File: src/rtl/sts_pkg.sv
// ----------------------------------------------------------------------------
// Script token scanner package
// Shared request, response and internal item types, token kind codes, byte
// classes and the keyword table.
// ----------------------------------------------------------------------------
package sts_pkg;

   localparam int TOKEN_BITS = 32;

   // Front queue and response queue geometry.
   localparam int FQ_DEPTH     = 4;
   localparam int FQ_PTR_BITS  = 2;
   localparam int FQ_CNT_BITS  = 3;
   localparam int OQ_DEPTH     = 4;
   localparam int OQ_PTR_BITS  = 2;
   localparam int OQ_CNT_BITS  = 3;

   // Token kinds. Punctuators use their index in "(){};,+-*/=" as the kind.
   localparam logic [4:0] KIND_STRING   = 5'd11;
   localparam logic [4:0] KIND_CHAR     = 5'd12;
   localparam logic [4:0] KIND_NUMBER   = 5'd13;
   localparam logic [4:0] KIND_IDENT    = 5'd14;
   localparam logic [4:0] KIND_KEYWORD0 = 5'd15;
   localparam logic [4:0] KIND_UNKNOWN  = 5'd22;
   localparam logic [4:0] KIND_END      = 5'd23;
   localparam logic [4:0] KIND_BADCHAR  = 5'd24;

   // Byte classes assigned by the front end.
   localparam logic [3:0] CLS_PUNCT   = 4'd0;
   localparam logic [3:0] CLS_QUOTE   = 4'd1;
   localparam logic [3:0] CLS_HASH    = 4'd2;
   localparam logic [3:0] CLS_APOS    = 4'd3;
   localparam logic [3:0] CLS_SPACE   = 4'd4;
   localparam logic [3:0] CLS_NEWLINE = 4'd5;
   localparam logic [3:0] CLS_DIGIT   = 4'd6;
   localparam logic [3:0] CLS_ALPHA   = 4'd7;
   localparam logic [3:0] CLS_OTHER   = 4'd8;

   // Keywords packed with the first byte in the low lane, which is why the
   // string literals read backwards.
   localparam int KW_COUNT = 7;
   localparam logic [55:0] KW_TEXT [KW_COUNT] = '{
      56'("tel"), 56'("cnuf"), 56'("nruter"), 56'("tnirp"),
      56'("nltnirp"), 56'("eurt"), 56'("eslaf")
   };
   localparam logic [3:0] KW_LEN [KW_COUNT] = '{
      4'd3, 4'd4, 4'd6, 4'd5, 4'd7, 4'd4, 4'd5
   };

   typedef struct packed {
      logic [7:0] ch;
      logic       end_of_text;
   } req_type;

   typedef struct packed {
      logic [4:0]            token_kind;
      logic [TOKEN_BITS-1:0] token_start;
      logic [TOKEN_BITS-1:0] token_length;
      logic [TOKEN_BITS-1:0] line_number;
      logic [7:0]            char_value;
      logic                  last;
   } rsp_type;

   // One classified request as it sits in the front queue.
   typedef struct packed {
      logic [7:0] ch;
      logic       end_of_text;
      logic [3:0] cls;
      logic [3:0] punct;
   } item_type;

   // Up to two tokens written into the response queue in one cycle.
   typedef struct packed {
      logic    v0;
      logic    v1;
      rsp_type d0;
      rsp_type d1;
   } rsp_wr_type;

   function automatic item_type classify(req_type req);
      item_type item;
      item.ch          = req.ch;
      item.end_of_text = req.end_of_text;
      item.punct       = 4'd0;
      item.cls         = CLS_OTHER;
      case (req.ch)
         8'h28: begin item.cls = CLS_PUNCT; item.punct = 4'd0;  end
         8'h29: begin item.cls = CLS_PUNCT; item.punct = 4'd1;  end
         8'h7B: begin item.cls = CLS_PUNCT; item.punct = 4'd2;  end
         8'h7D: begin item.cls = CLS_PUNCT; item.punct = 4'd3;  end
         8'h3B: begin item.cls = CLS_PUNCT; item.punct = 4'd4;  end
         8'h2C: begin item.cls = CLS_PUNCT; item.punct = 4'd5;  end
         8'h2B: begin item.cls = CLS_PUNCT; item.punct = 4'd6;  end
         8'h2D: begin item.cls = CLS_PUNCT; item.punct = 4'd7;  end
         8'h2A: begin item.cls = CLS_PUNCT; item.punct = 4'd8;  end
         8'h2F: begin item.cls = CLS_PUNCT; item.punct = 4'd9;  end
         8'h3D: begin item.cls = CLS_PUNCT; item.punct = 4'd10; end
         8'h22: item.cls = CLS_QUOTE;
         8'h23: item.cls = CLS_HASH;
         8'h27: item.cls = CLS_APOS;
         8'h20, 8'h0D, 8'h09: item.cls = CLS_SPACE;
         8'h0A: item.cls = CLS_NEWLINE;
         default: begin
            if (req.ch >= 8'h30 && req.ch <= 8'h39) begin
               item.cls = CLS_DIGIT;
            end else if ((req.ch >= 8'h61 && req.ch <= 8'h7A) ||
                         (req.ch >= 8'h41 && req.ch <= 8'h5A) || req.ch == 8'h5F) begin
               item.cls = CLS_ALPHA;
            end
         end
      endcase
      return item;
   endfunction

   function automatic logic [4:0] word_kind(logic [55:0] prefix, logic [3:0] len);
      logic [4:0] kind;
      kind = KIND_IDENT;
      for (int k = 0; k < KW_COUNT; k++) begin
         if (len == KW_LEN[k] && prefix == KW_TEXT[k]) begin
            kind = KIND_KEYWORD0 + 5'(k);
         end
      end
      return kind;
   endfunction

endpackage

File: src/rtl/sts_front.sv
// ----------------------------------------------------------------------------
// Scanner front end
// Accepts requests, classifies each byte and holds them in a short queue.
// ----------------------------------------------------------------------------
module sts_front (
   input  logic              clock,
   input  logic              reset,
   input  logic              push,
   output logic              full,
   input  sts_pkg::req_type  req_data,
   output logic              item_valid,
   output sts_pkg::item_type item,
   input  logic              item_take
);
   import sts_pkg::*;

   item_type               mem_ff [FQ_DEPTH];
   logic [FQ_PTR_BITS-1:0] wr_ptr_ff, wr_ptr_in;
   logic [FQ_PTR_BITS-1:0] rd_ptr_ff, rd_ptr_in;
   logic [FQ_CNT_BITS-1:0] count_ff, count_in;
   logic                   push_ok;
   logic                   pop_ok;

   assign full       = (count_ff == FQ_CNT_BITS'(FQ_DEPTH));
   assign item_valid = (count_ff != '0);
   assign item       = mem_ff[rd_ptr_ff];
   assign push_ok    = push && !full;
   assign pop_ok     = item_take && item_valid;

   always_comb begin
      wr_ptr_in = push_ok ? wr_ptr_ff + 1'b1 : wr_ptr_ff;
      rd_ptr_in = pop_ok ? rd_ptr_ff + 1'b1 : rd_ptr_ff;
      count_in  = count_ff + FQ_CNT_BITS'(push_ok) - FQ_CNT_BITS'(pop_ok);
   end

   always_ff @(posedge clock) begin
      if (reset) begin
         wr_ptr_ff <= '0;
         rd_ptr_ff <= '0;
         count_ff  <= '0;
      end else begin
         wr_ptr_ff <= wr_ptr_in;
         rd_ptr_ff <= rd_ptr_in;
         count_ff  <= count_in;
      end
   end

   always_ff @(posedge clock) begin
      if (push_ok) begin
         mem_ff[wr_ptr_ff] <= classify(req_data);
      end
   end

endmodule

File: src/rtl/sts_back.sv
// ----------------------------------------------------------------------------
// Scanner back end
// Runs the scan state machine on one classified byte per cycle while the
// response queue has room, and forms up to two tokens for the response queue.
// ----------------------------------------------------------------------------
module sts_back #(
   parameter int POSITION_BITS = 32,
   parameter int LINE_BITS     = 32
) (
   input  logic                clock,
   input  logic                reset,
   input  logic                item_valid,
   input  sts_pkg::item_type   item,
   output logic                item_take,
   input  logic                rsp_space,
   output sts_pkg::rsp_wr_type rsp_wr
);
   import sts_pkg::*;

   localparam logic [3:0] MODE_IDLE     = 4'd0;
   localparam logic [3:0] MODE_NUMBER   = 4'd1;
   localparam logic [3:0] MODE_IDENT    = 4'd2;
   localparam logic [3:0] MODE_STRING   = 4'd3;
   localparam logic [3:0] MODE_HASH     = 4'd4;
   localparam logic [3:0] MODE_COMMENT  = 4'd5;
   localparam logic [3:0] MODE_CH_OPEN  = 4'd6;
   localparam logic [3:0] MODE_CH_QUOTE = 4'd7;
   localparam logic [3:0] MODE_CH_CLOSE = 4'd8;

   logic [3:0]               mode_ff, mode_in;
   logic [POSITION_BITS-1:0] begin_ff, begin_in;
   logic [POSITION_BITS-1:0] pos_ff, pos_in;
   logic [LINE_BITS-1:0]     line_ff, line_in;
   logic [55:0]              prefix_ff, prefix_in;
   logic [3:0]               wlen_ff, wlen_in;
   logic [7:0]               lit_ff, lit_in;

   logic [POSITION_BITS-1:0] used;
   logic [POSITION_BITS-1:0] one;
   logic                     again;
   logic                     a_v, b_v;
   rsp_type                  tok_a, tok_b;

   function automatic rsp_type make_tok(logic [4:0] kind, logic [POSITION_BITS-1:0] start,
                                        logic [POSITION_BITS-1:0] len, logic [7:0] cv,
                                        logic [LINE_BITS-1:0] line);
      rsp_type t;
      t.token_kind   = kind;
      t.token_start  = TOKEN_BITS'(start);
      t.token_length = TOKEN_BITS'(len);
      t.line_number  = TOKEN_BITS'(line);
      t.char_value   = cv;
      t.last         = 1'b0;
      return t;
   endfunction

   assign item_take = item_valid && rsp_space;
   assign used      = pos_ff - begin_ff;
   assign one       = POSITION_BITS'(1);

   always_comb begin
      mode_in   = mode_ff;
      begin_in  = begin_ff;
      pos_in    = pos_ff + one;
      line_in   = line_ff;
      prefix_in = prefix_ff;
      wlen_in   = wlen_ff;
      lit_in    = lit_ff;
      again     = 1'b0;
      a_v       = 1'b0;
      b_v       = 1'b0;
      tok_a     = make_tok(KIND_UNKNOWN, begin_ff, used, 8'd0, line_ff);
      tok_b     = make_tok(KIND_UNKNOWN, pos_ff, one, 8'd0, line_ff);

      if (item.end_of_text) begin
         // Flush a pending number, word, hash or char literal, emit the end token, then start over.
         case (mode_ff)
            MODE_NUMBER: begin
               a_v   = 1'b1;
               tok_a = make_tok(KIND_NUMBER, begin_ff, used, 8'd0, line_ff);
            end
            MODE_IDENT: begin
               a_v   = 1'b1;
               tok_a = make_tok(word_kind(prefix_ff, wlen_ff), begin_ff, used, 8'd0, line_ff);
            end
            MODE_HASH: begin
               a_v   = 1'b1;
               tok_a = make_tok(KIND_UNKNOWN, begin_ff, one, 8'd0, line_ff);
            end
            MODE_CH_OPEN, MODE_CH_QUOTE, MODE_CH_CLOSE: begin
               a_v   = 1'b1;
               tok_a = make_tok(KIND_BADCHAR, begin_ff, used, 8'd0, line_ff);
            end
            default: begin
            end
         endcase
         b_v       = 1'b1;
         tok_b     = make_tok(KIND_END, pos_ff, '0, 8'd0, line_ff);
         mode_in   = MODE_IDLE;
         begin_in  = '0;
         pos_in    = '0;
         line_in   = LINE_BITS'(1);
         prefix_in = '0;
         wlen_in   = '0;
         lit_in    = '0;
      end else begin
         case (mode_ff)
            MODE_NUMBER: begin
               if (item.cls != CLS_DIGIT) begin
                  a_v   = 1'b1;
                  tok_a = make_tok(KIND_NUMBER, begin_ff, used, 8'd0, line_ff);
                  again = 1'b1;
               end
            end
            MODE_IDENT: begin
               if (item.cls == CLS_ALPHA || item.cls == CLS_DIGIT) begin
                  for (int i = 0; i < 7; i++) begin
                     if (wlen_ff == 4'(i)) begin
                        prefix_in[8*i +: 8] = item.ch;
                     end
                  end
                  if (wlen_ff < 4'd8) begin
                     wlen_in = wlen_ff + 4'd1;
                  end
               end else begin
                  a_v   = 1'b1;
                  tok_a = make_tok(word_kind(prefix_ff, wlen_ff), begin_ff, used, 8'd0,
                                   line_ff);
                  again = 1'b1;
               end
            end
            MODE_STRING: begin
               if (item.cls == CLS_QUOTE) begin
                  a_v     = 1'b1;
                  tok_a   = make_tok(KIND_STRING, begin_ff + one, used - one, 8'd0, line_ff);
                  mode_in = MODE_IDLE;
               end else if (item.cls == CLS_NEWLINE) begin
                  line_in = line_ff + LINE_BITS'(1);
               end
            end
            MODE_HASH: begin
               if (item.cls == CLS_HASH) begin
                  mode_in = MODE_COMMENT;
               end else begin
                  a_v   = 1'b1;
                  tok_a = make_tok(KIND_UNKNOWN, begin_ff, one, 8'd0, line_ff);
                  again = 1'b1;
               end
            end
            MODE_COMMENT: begin
               again = (item.cls == CLS_NEWLINE);
            end
            MODE_CH_OPEN: begin
               if (item.cls == CLS_APOS) begin
                  mode_in = MODE_CH_QUOTE;
               end else begin
                  lit_in  = item.ch;
                  mode_in = MODE_CH_CLOSE;
               end
            end
            MODE_CH_QUOTE: begin
               if (item.cls == CLS_APOS) begin
                  lit_in  = 8'h27;
                  mode_in = MODE_CH_CLOSE;
               end else begin
                  a_v   = 1'b1;
                  tok_a = make_tok(KIND_BADCHAR, begin_ff, used, 8'd0, line_ff);
                  again = 1'b1;
               end
            end
            MODE_CH_CLOSE: begin
               a_v = 1'b1;
               if (item.cls == CLS_APOS) begin
                  tok_a = make_tok(KIND_CHAR, begin_ff, one, lit_ff, line_ff);
               end else begin
                  tok_a = make_tok(KIND_BADCHAR, begin_ff, used + one, 8'd0, line_ff);
               end
               mode_in = MODE_IDLE;
            end
            default: begin
               again = 1'b1;
            end
         endcase

         // The byte starts a new token, either from idle or after the token
         // it ended has been flushed.
         if (again) begin
            mode_in  = MODE_IDLE;
            begin_in = pos_ff;
            case (item.cls)
               CLS_PUNCT: begin
                  b_v   = 1'b1;
                  tok_b = make_tok({1'b0, item.punct}, pos_ff, one, 8'd0, line_ff);
               end
               CLS_QUOTE:   mode_in = MODE_STRING;
               CLS_HASH:    mode_in = MODE_HASH;
               CLS_APOS: begin
                  mode_in  = MODE_CH_OPEN;
                  begin_in = pos_ff + one;
               end
               CLS_SPACE: begin
               end
               CLS_NEWLINE: line_in = line_ff + LINE_BITS'(1);
               CLS_DIGIT:   mode_in = MODE_NUMBER;
               CLS_ALPHA: begin
                  mode_in   = MODE_IDENT;
                  prefix_in = {48'd0, item.ch};
                  wlen_in   = 4'd1;
               end
               default: begin
                  b_v   = 1'b1;
                  tok_b = make_tok(KIND_UNKNOWN, pos_ff, one, 8'd0, line_ff);
               end
            endcase
         end
      end

      tok_a.last = !b_v;
      tok_b.last = 1'b1;
   end

   // Pack the tokens so that a lone token always goes in the first slot.
   always_comb begin
      rsp_wr.v0 = item_take && (a_v || b_v);
      rsp_wr.v1 = item_take && a_v && b_v;
      rsp_wr.d0 = a_v ? tok_a : tok_b;
      rsp_wr.d1 = tok_b;
   end

   always_ff @(posedge clock) begin
      if (reset) begin
         mode_ff   <= MODE_IDLE;
         begin_ff  <= '0;
         pos_ff    <= '0;
         line_ff   <= LINE_BITS'(1);
         prefix_ff <= '0;
         wlen_ff   <= '0;
         lit_ff    <= '0;
      end else if (item_take) begin
         mode_ff   <= mode_in;
         begin_ff  <= begin_in;
         pos_ff    <= pos_in;
         line_ff   <= line_in;
         prefix_ff <= prefix_in;
         wlen_ff   <= wlen_in;
         lit_ff    <= lit_in;
      end
   end

endmodule

File: src/rtl/sts_rsp_queue.sv
// ----------------------------------------------------------------------------
// Scanner response queue
// Takes up to two tokens per cycle and hands them out one at a time.
// ----------------------------------------------------------------------------
module sts_rsp_queue (
   input  logic                clock,
   input  logic                reset,
   input  sts_pkg::rsp_wr_type rsp_wr,
   output logic                rsp_space,
   output logic                empty,
   input  logic                pop,
   output sts_pkg::rsp_type    rsp_data
);
   import sts_pkg::*;

   rsp_type                mem_ff [OQ_DEPTH];
   logic [OQ_PTR_BITS-1:0] wr_ptr_ff, wr_ptr_in;
   logic [OQ_PTR_BITS-1:0] rd_ptr_ff, rd_ptr_in;
   logic [OQ_CNT_BITS-1:0] count_ff, count_in;
   logic                   pop_ok;

   // Room for a full pair of tokens is required before an item is taken.
   assign rsp_space = (count_ff <= OQ_CNT_BITS'(OQ_DEPTH - 2));
   assign empty     = (count_ff == '0);
   assign rsp_data  = mem_ff[rd_ptr_ff];
   assign pop_ok    = pop && !empty;

   always_comb begin
      wr_ptr_in = wr_ptr_ff + OQ_PTR_BITS'(rsp_wr.v0) + OQ_PTR_BITS'(rsp_wr.v1);
      rd_ptr_in = pop_ok ? rd_ptr_ff + 1'b1 : rd_ptr_ff;
      count_in  = count_ff + OQ_CNT_BITS'(rsp_wr.v0) + OQ_CNT_BITS'(rsp_wr.v1)
                  - OQ_CNT_BITS'(pop_ok);
   end

   always_ff @(posedge clock) begin
      if (reset) begin
         wr_ptr_ff <= '0;
         rd_ptr_ff <= '0;
         count_ff  <= '0;
      end else begin
         wr_ptr_ff <= wr_ptr_in;
         rd_ptr_ff <= rd_ptr_in;
         count_ff  <= count_in;
      end
   end

   always_ff @(posedge clock) begin
      if (rsp_wr.v0) begin
         mem_ff[wr_ptr_ff] <= rsp_wr.d0;
      end
      if (rsp_wr.v1) begin
         mem_ff[wr_ptr_ff + 1'b1] <= rsp_wr.d1;
      end
   end

endmodule

File: src/rtl/script_token_scanner.sv
// ----------------------------------------------------------------------------
// Script token scanner
// Throughput: one request per cycle while each request yields at most one
//    token and tokens are popped as they arrive; the single-read response
//    queue limits output to one token a cycle.
// Reset: synchronous; clears both queues and returns the scanner to idle at
//    position zero on line one.
// ----------------------------------------------------------------------------
module script_token_scanner #(
   parameter int POSITION_BITS = 32,
   parameter int LINE_BITS     = 32
) (
   input  logic             clock,
   input  logic             reset,
   input  logic             push,
   output logic             full,
   input  sts_pkg::req_type req_data,
   output logic             empty,
   input  logic             pop,
   output sts_pkg::rsp_type rsp_data
);
   import sts_pkg::*;

   // The front end classifies each incoming byte (punctuator, digit, letter,
   // quote and so on) and parks the request in a four-entry queue. This keeps
   // the full flag from depending combinationally on the response side.
   item_type   item;
   logic       item_valid;
   logic       item_take;
   logic       rsp_space;
   rsp_wr_type rsp_wr;

   sts_front u_front (
      .clock      (clock),
      .reset      (reset),
      .push       (push),
      .full       (full),
      .req_data   (req_data),
      .item_valid (item_valid),
      .item       (item),
      .item_take  (item_take)
   );

   // The back end owns the scan state: mode, token start, byte position,
   // line count and the identifier prefix used for keyword matching. One
   // request is processed per cycle while the response queue has room. A byte
   // that ends a token and then starts another (for example a digit run followed
   // by a parenthesis) produces two tokens in the same cycle, so the back end
   // only proceeds when the response queue has room for two.
   sts_back #(
      .POSITION_BITS (POSITION_BITS),
      .LINE_BITS     (LINE_BITS)
   ) u_back (
      .clock      (clock),
      .reset      (reset),
      .item_valid (item_valid),
      .item       (item),
      .item_take  (item_take),
      .rsp_space  (rsp_space),
      .rsp_wr     (rsp_wr)
   );

   // The response queue accepts one or two tokens per cycle and presents the
   // oldest on the output ports while empty is low. The last flag marks the
   // final token caused by a request.
   sts_rsp_queue u_rsp_queue (
      .clock     (clock),
      .reset     (reset),
      .rsp_wr    (rsp_wr),
      .rsp_space (rsp_space),
      .empty     (empty),
      .pop       (pop),
      .rsp_data  (rsp_data)
   );

endmodule

File: config.mk
export PLATFORM = sky130hd
export DESIGN_NAME = script_token_scanner
export DESIGN_NICKNAME = d
export VERILOG_FILES = /design/src/rtl/sts_pkg.sv /design/src/rtl/sts_front.sv /design/src/rtl/sts_back.sv /design/src/rtl/sts_rsp_queue.sv /design/src/rtl/script_token_scanner.sv
export SDC_FILE = /design/constraint.sdc
export NUM_CORES = 2
export LEC_CHECK = 0
export BUFFER_PORTS_ARGS = -buffer_cell sky130_fd_sc_hd__buf_4
export CAP_MARGIN = 0
export CORE_ASPECT_RATIO = 2
export CORE_MARGIN = 4
export CORE_UTILIZATION = 31
export CTS_BUF_LIST = sky130_fd_sc_hd__clkbuf_4 sky130_fd_sc_hd__clkbuf_8 sky130_fd_sc_hd__clkbuf_16
export DETAILED_ROUTE_END_ITERATION = 8
export MAX_ROUTING_LAYER = met4
export PLACE_DENSITY = 0.58
export SLEW_MARGIN = 0
export SYNTH_ARGS = -nofsm -noshare
export SYNTH_HDL_FRONTEND = slang
export SYNTH_SLANG_ARGS = --single-unit
File: constraint.sdc
create_clock -name clock -period 7.1 [get_ports clock]
set_clock_uncertainty 0.15 [all_clocks]
set_input_delay 1.065 -clock clock [delete_from_list [all_inputs] [get_ports clock]]
set_output_delay 1.065 -clock clock [all_outputs]
set_load 0.01 [all_outputs]
# --- After elaboration in Yosys (flattened, before gate mapping) ---
# Memory sizes are Yosys's and may differ from the RTL's. A register that Yosys moved wholly into a read port is not among the register bits.
# Index checks and enable logic that the tools add are counted.
word_totals:
  register_bits: 182
  ramBits: 508
  inputBits: 13
  out_inout_bits: 112
  mem_count: 2
memory_table:
  columns: ["memory", "depth", "word_bits", "read_ports", "rd_ports_with_merged_regs", "wr", "line", "source"]
  rows:
  - ["u_rsp_queue.mem_ff", 4, 110, 1, 1, 2, "sts_rsp_queue.sv:16", "rsp_type mem_ff [OQ_DEPTH];"]
  - ["u_front.mem_ff", 4, 17, 1, 1, 1, "sts_front.sv:17", "item_type mem_ff [FQ_DEPTH];"]
classes:
  add_sub_neg: 18
  magnitude_cmp: 8
  n_eq_ne: 55
  mux: 89
  reduce_logical: 40
op_table:
  columns: ["operator", "n"]
  rows:
  - ["two-way mux 110 bit", 9]
  - ["case mux 110 bit (6 select lines)", 1]
  - ["case mux 110 bit (4 select lines)", 1]
  - ["two-way mux 32 bit", 10]
  - ["two-way mux 56 bit", 5]
  - ["adder 32 x 1 -> 32 bit (second input constant)", 4]
  - ["== test 56 x 31 -> 1 bit (second input constant)", 2]
  - ["== test 56 x 39 -> 1 bit (second input constant)", 2]
  - ["two-way mux 109 bit", 1]
  - ["== test 8 x 6 -> 1 bit (second input constant)", 13]
  - ["two-way mux 8 bit", 10]
  - ["two-way mux 73 bit", 1]
  - ["two-way mux 4 bit", 16]
  - ["== test 56 x 23 -> 1 bit (second input constant)", 1]
  - ["== test 56 x 47 -> 1 bit (second input constant)", 1]
  - ["== test 56 x 55 -> 1 bit (second input constant)", 1]
  - ["== test 4 x 3 -> 1 bit (second input constant)", 12]
  - ["case mux 4 bit (10 select lines)", 1]
  - ["subtractor 32 x 1 -> 32 bit (second input constant)", 1]
  - ["subtractor 32 bit", 1]
  - ["two-way mux 5 bit", 6]
  - ["== test 4 x 2 -> 1 bit (second input constant)", 6]
  - ["== test 8 x 4 -> 1 bit (second input constant)", 3]
  - ["== test 8 x 7 -> 1 bit (second input constant)", 3]
  - ["other kinds (40)", 99]

# --- Logic depth before layout (Yosys ltp) ---
depth:
  depth_word: 13
  depth_mapped: 18
  ltp_nobuf: 15

# --- Cells and area by module ---
# A second synthesis with hierarchy kept.
hier_totals:
  hier_cells: 3540
  area_unflattened_um2: 40098.5
modules_own_cells:
  columns: ["module", "instances", "cells_each", "area_each_um2", "seq_area_each_um2"]
  rows:
  - ["sts_rsp_queue", 1, 1111, 21589.5, 13392.8]
  - ["sts_back", 1, 2224, 15188.3, 3363.2]
  - ["sts_front", 1, 205, 3320.7, 2222.1]

# --- Worst setup path after synthesis ---
# Ideal clock, no wire load.
synth_path:
  path_kind: "reg-to-reg"
  from: "reg u_back.pos_ff[0]"
  to: "mem u_rsp_queue.mem_ff[1][69] (netlist bit)"
  arrival_ps: 4389
  required_time_ps: 6817
  path_slack_ps: 2429
  stages_incl_launch_ff: 17
  period_less_slack_ps: 4671
  cell_sequence: "dfxtp_1 > clkbuf_1 > inv_1 > ha_1 > inv_1 > fa_1 > a21o_1 > a221o_2 > xnor2_2 > or3_4 > or4_1 > nor4_2 > nor4b_4 > and3_1 > mux2_2 > a211oi_1 > o21ai_0"
synth_rtl:
  columns: ["item", "line", "source"]
  rows:
  - ["start, declared", "sts_back.sv:32", "logic [POSITION_BITS-1:0] pos_ff, pos_in;"]
  - ["start signal, assigned", "sts_back.sv:242", "pos_ff <= pos_in;"]
  - ["end, declared", "sts_rsp_queue.sv:16", null]

==> results.md <==
- RSZ-0062 raised after global routing: no
- Status: complete, no violations
- Layout overhead on the synthesized area: 12.4%
- Synth Area in Adders: 1.92%
- Slew Viols, Final: 0
- Worst Path Arrival: 6190 ps
- Longest Clk Path Bufs: 3
- Vias/cell: 5.58
- Pwr dens: 348 mW/mm^2
- Post-CTS sizing: 0
- Row cnt: 177
- Crit path max-delay family: simple AND/OR/NAND/NOR gates
- Total GRT Usage: 19.5%
- Die Ht: 493 um
- H-tree levels: 2
- Largest net degree at the start of global routing: 77
- Finished Cell Area: 0.0409 sq mm
- Synth Register Bits: 694
- Crit path max-delay cell type: nor4_2
- Post-synthesis mux area share: 8.11%
- Post-Syn Area: 0.0364 sq mm
- Dpl hpwl: 86700 um
- Main synth FF type: edfxtp_1
- Final core area utilization: 35.1%
- Tmin final: 5820 ps
- Full die area: 0.123 sq mm
- Post-DP Area: 0.0389 sq mm
- # DRC: 0
- CP Cell Sequence: inv_1 -> ha_1 -> inv_1 -> fa_1 -> a21o_1 -> a221oi_2 -> o21bai_1 -> xor2_1 -> nand4_1 -> nor4_2 -> nor4b_4 -> and3_1 -> mux2_2 -> a211oi_1 -> o21ai_0
- Compound-gate portion of the synthesized area: 15.8%
- Synth cell types: 95
- Fmax: 172 MHz
- Critical path peak fanout: 7
- Main combinational cell family by area after synthesis: simple AND/OR/NAND/NOR gates
- CP Buf/Inv Count: 2
- Lkg Pwr: 13.4 nW
- Crit Path Class: reg -> reg
- Drt wl/cell: 23.2 um
- Final TNS setup: 0 ps
- Die Width: 250 um
- Final nets: 3745
- Worst-Margin Slew: 1190 ps
- # fillers: 11900
- Post-synth EDFFs: 348
- Post-Synth Simple-Gate Area: 19.6%
- Min-Delay Path Class: reg -> reg
- Port Buf Inserts: 124
- Rel. slew slack: 20.1%
- Initial antenna violation count: 2
- Critical Path RT: 7470 ps
- # Post-CTS Setup Buffers: 0
- CTS Hold Buffers Added: 0
- I/O Pins: 125
- First-pass GRT wire length: 182000 um
- Vias: 29300
- Storage element area: 0.0174 sq mm
- Placer Congestion: 0.978
- Xor/xnor cell area share of the yosys netlist: 3.15%
- Sequential area share after synthesis: 47.7%
- Dpl ws: 1510 ps
- Initial DRC count: 1975
- Core box area: 0.116 sq mm
- Area leader, netlist: edfxtp_1
- DR pass1 iterations: 8
- GR Overflow Total: 0
- Endpoints failing setup: 0
- VDD IR-drop max: 0.254 mV
- Largest cells by area after synthesis: edfxtp_1 (29%), dfxtp_1 (19%), mux4_2 (7.8%)
- Synthesis Warnings: 0
- Asr flop ratio synth: 0%
- Final Hold Viols: 0
- Setup ws final: 1280 ps
- Startpoint types: register
- Max-cap violations: 0
- Drt total wl: 122000 um
- CTS buffer count: 58
- Clock sink count: 694
- Share of layout cells above drive strength 1: 13.6%
- Mapped Cells: 3698
- Fin crit share: 82.0%
- Crit path capture type: register
- CTS tree: yes
- Final ANT Viol Nets: 0
- Crit-path most repeated cell: inv_1
- Effective utilization at floorplan: 31.3%
- Mapped Nets: 3764
- CP peak stage delay: 650 ps
- Top-area cell type share of the netlist area: 28.7%
- Mapped Avg Cell Area: 9.85 sq um
- CTS root buf: clkbuf_16
- Vias in the first global route: 29600
- Worst-Skew Late Latency: 680 ps
- Clock transition at path regs: 80 ps
- Area of the multi-input gates: 0.0178 sq mm
==> synthesized netlist by cell type (22+ instances only) <==
cell type	n
a21oi_1	194
a22o_1	90
a22oi_1	82
a31oi_1	22
and2_1	152
and3_1	41
buf_1	31
buf_2	26
clkbuf_1	217
dfxtp_1	346
edfxtp_1	348
ha_1	48
inv_1	70
mux4_2	126
nand2_1	336
nand3_1	186
nand4_1	44
nor2_1	337
nor3_1	121
o21ai_0	312
o22ai_1	47
or3_1	34
xnor2_1	77
xor2_1	52
==> tightest hold or removal path: stages (launching register included) <==
cell	delay (ps)
dfxtp_1	310
nand2_1	50
a21oi_1	50
==> registers in the layout (all words and copies together), names as in the netlist, 4 cells and up, named ones only <==
name and count:
u_back.begin_ff 32, u_back.line_ff 32, u_back.lit_ff 8, u_back.mode_ff 4, u_back.pos_ff 32, u_back.prefix_ff 56
u_back.wlen_ff 4, u_front.mem_ff 68, u_rsp_queue.mem_ff 440
==> cell families after synthesis <==
logic type,Yosys count
AOI/OAI and AO/OA,915
xor gates and xnor gates,130
adders and majority gates,53
buffers and inverters,348
DFF,694
muxes,137
and+or+nand+nor,1421
==> area by class of cell <==
cell class	count	share of cell area (%)
multi-input cells	2656	43.4
flip-flops and latches	694	42.5
well taps	1521	4.65
clock buffers	74	3.94
repair buffers	198	3.75
clock inverters	36	1.07
inverters	71	0.676
diodes	3	0.0183
==> per-layer routing <==
layer	wire length (um)	global-route usage (%)	up-vias
li1	-	-	13700
met1	40900	18.4	14300
met2	65700	36.6	941
met3	5400	2.36	379
met4	9640	13.3	0
met5	0	-	-
==> power by group <==
group	switching, mW	leakage [nW]	total [mW]	internal (mW)
sequential	0.308	5.96	5.35	5.04
clock	1.58	0.996	3.47	1.89
combinational	3.64	6.48	5.42	1.78
total	5.53	13.4	14.2	8.71
==> layout by cell type, fill, tap and decap left out, types with 48 or more instances in the layout <==
cell / synthesis / layout
ha_1: 48 / 48
and2_1: 152 / 152
o21ai_0: 312 / 312
xor2_1: 52 / 52
dfxtp_1: 346 / 344
mux4_2: 126 / 126
nand3_1: 186 / 185
nor2_1: 337 / 334
edfxtp_1: 348 / 348
a21oi_1: 194 / 194
buf_4: 2 / 194
xnor2_1: 77 / 77
nand2_1: 336 / 332
a22oi_1: 82 / 82
nor3_1: 121 / 120
a22o_1: 90 / 90
inv_1: 70 / 66
clkbuf_16: 0 / 59
==> worst paths after layout <==
check	from	to	slack, ps	cells past startpoint
worst max-delay path	u_back.pos_ff[0]	u_rsp_queue.mem_ff[1][69]	1280	15
worst min-delay path	u_back.lit_ff[6]	u_back.lit_ff[6]	310	2
worst max register to register	u_back.pos_ff[0]	u_rsp_queue.mem_ff[1][69]	1280	15
worst min register to register	u_back.lit_ff[6]	u_back.lit_ff[6]	310	2
==> stage by stage <==
stage	hold slack (ps)	instances	power (mW)
2_1_floorplan	270	3698	8.53
3_3_place_gp	279	5140	10.8
3_5_place_dp	291	5140	10.9
4_1_cts	306	5250	14.4
5_1_grt	323	5252	14.9
6_report	305	5253	14.2
Note: power is estimated with default switching activity, not from simulation.
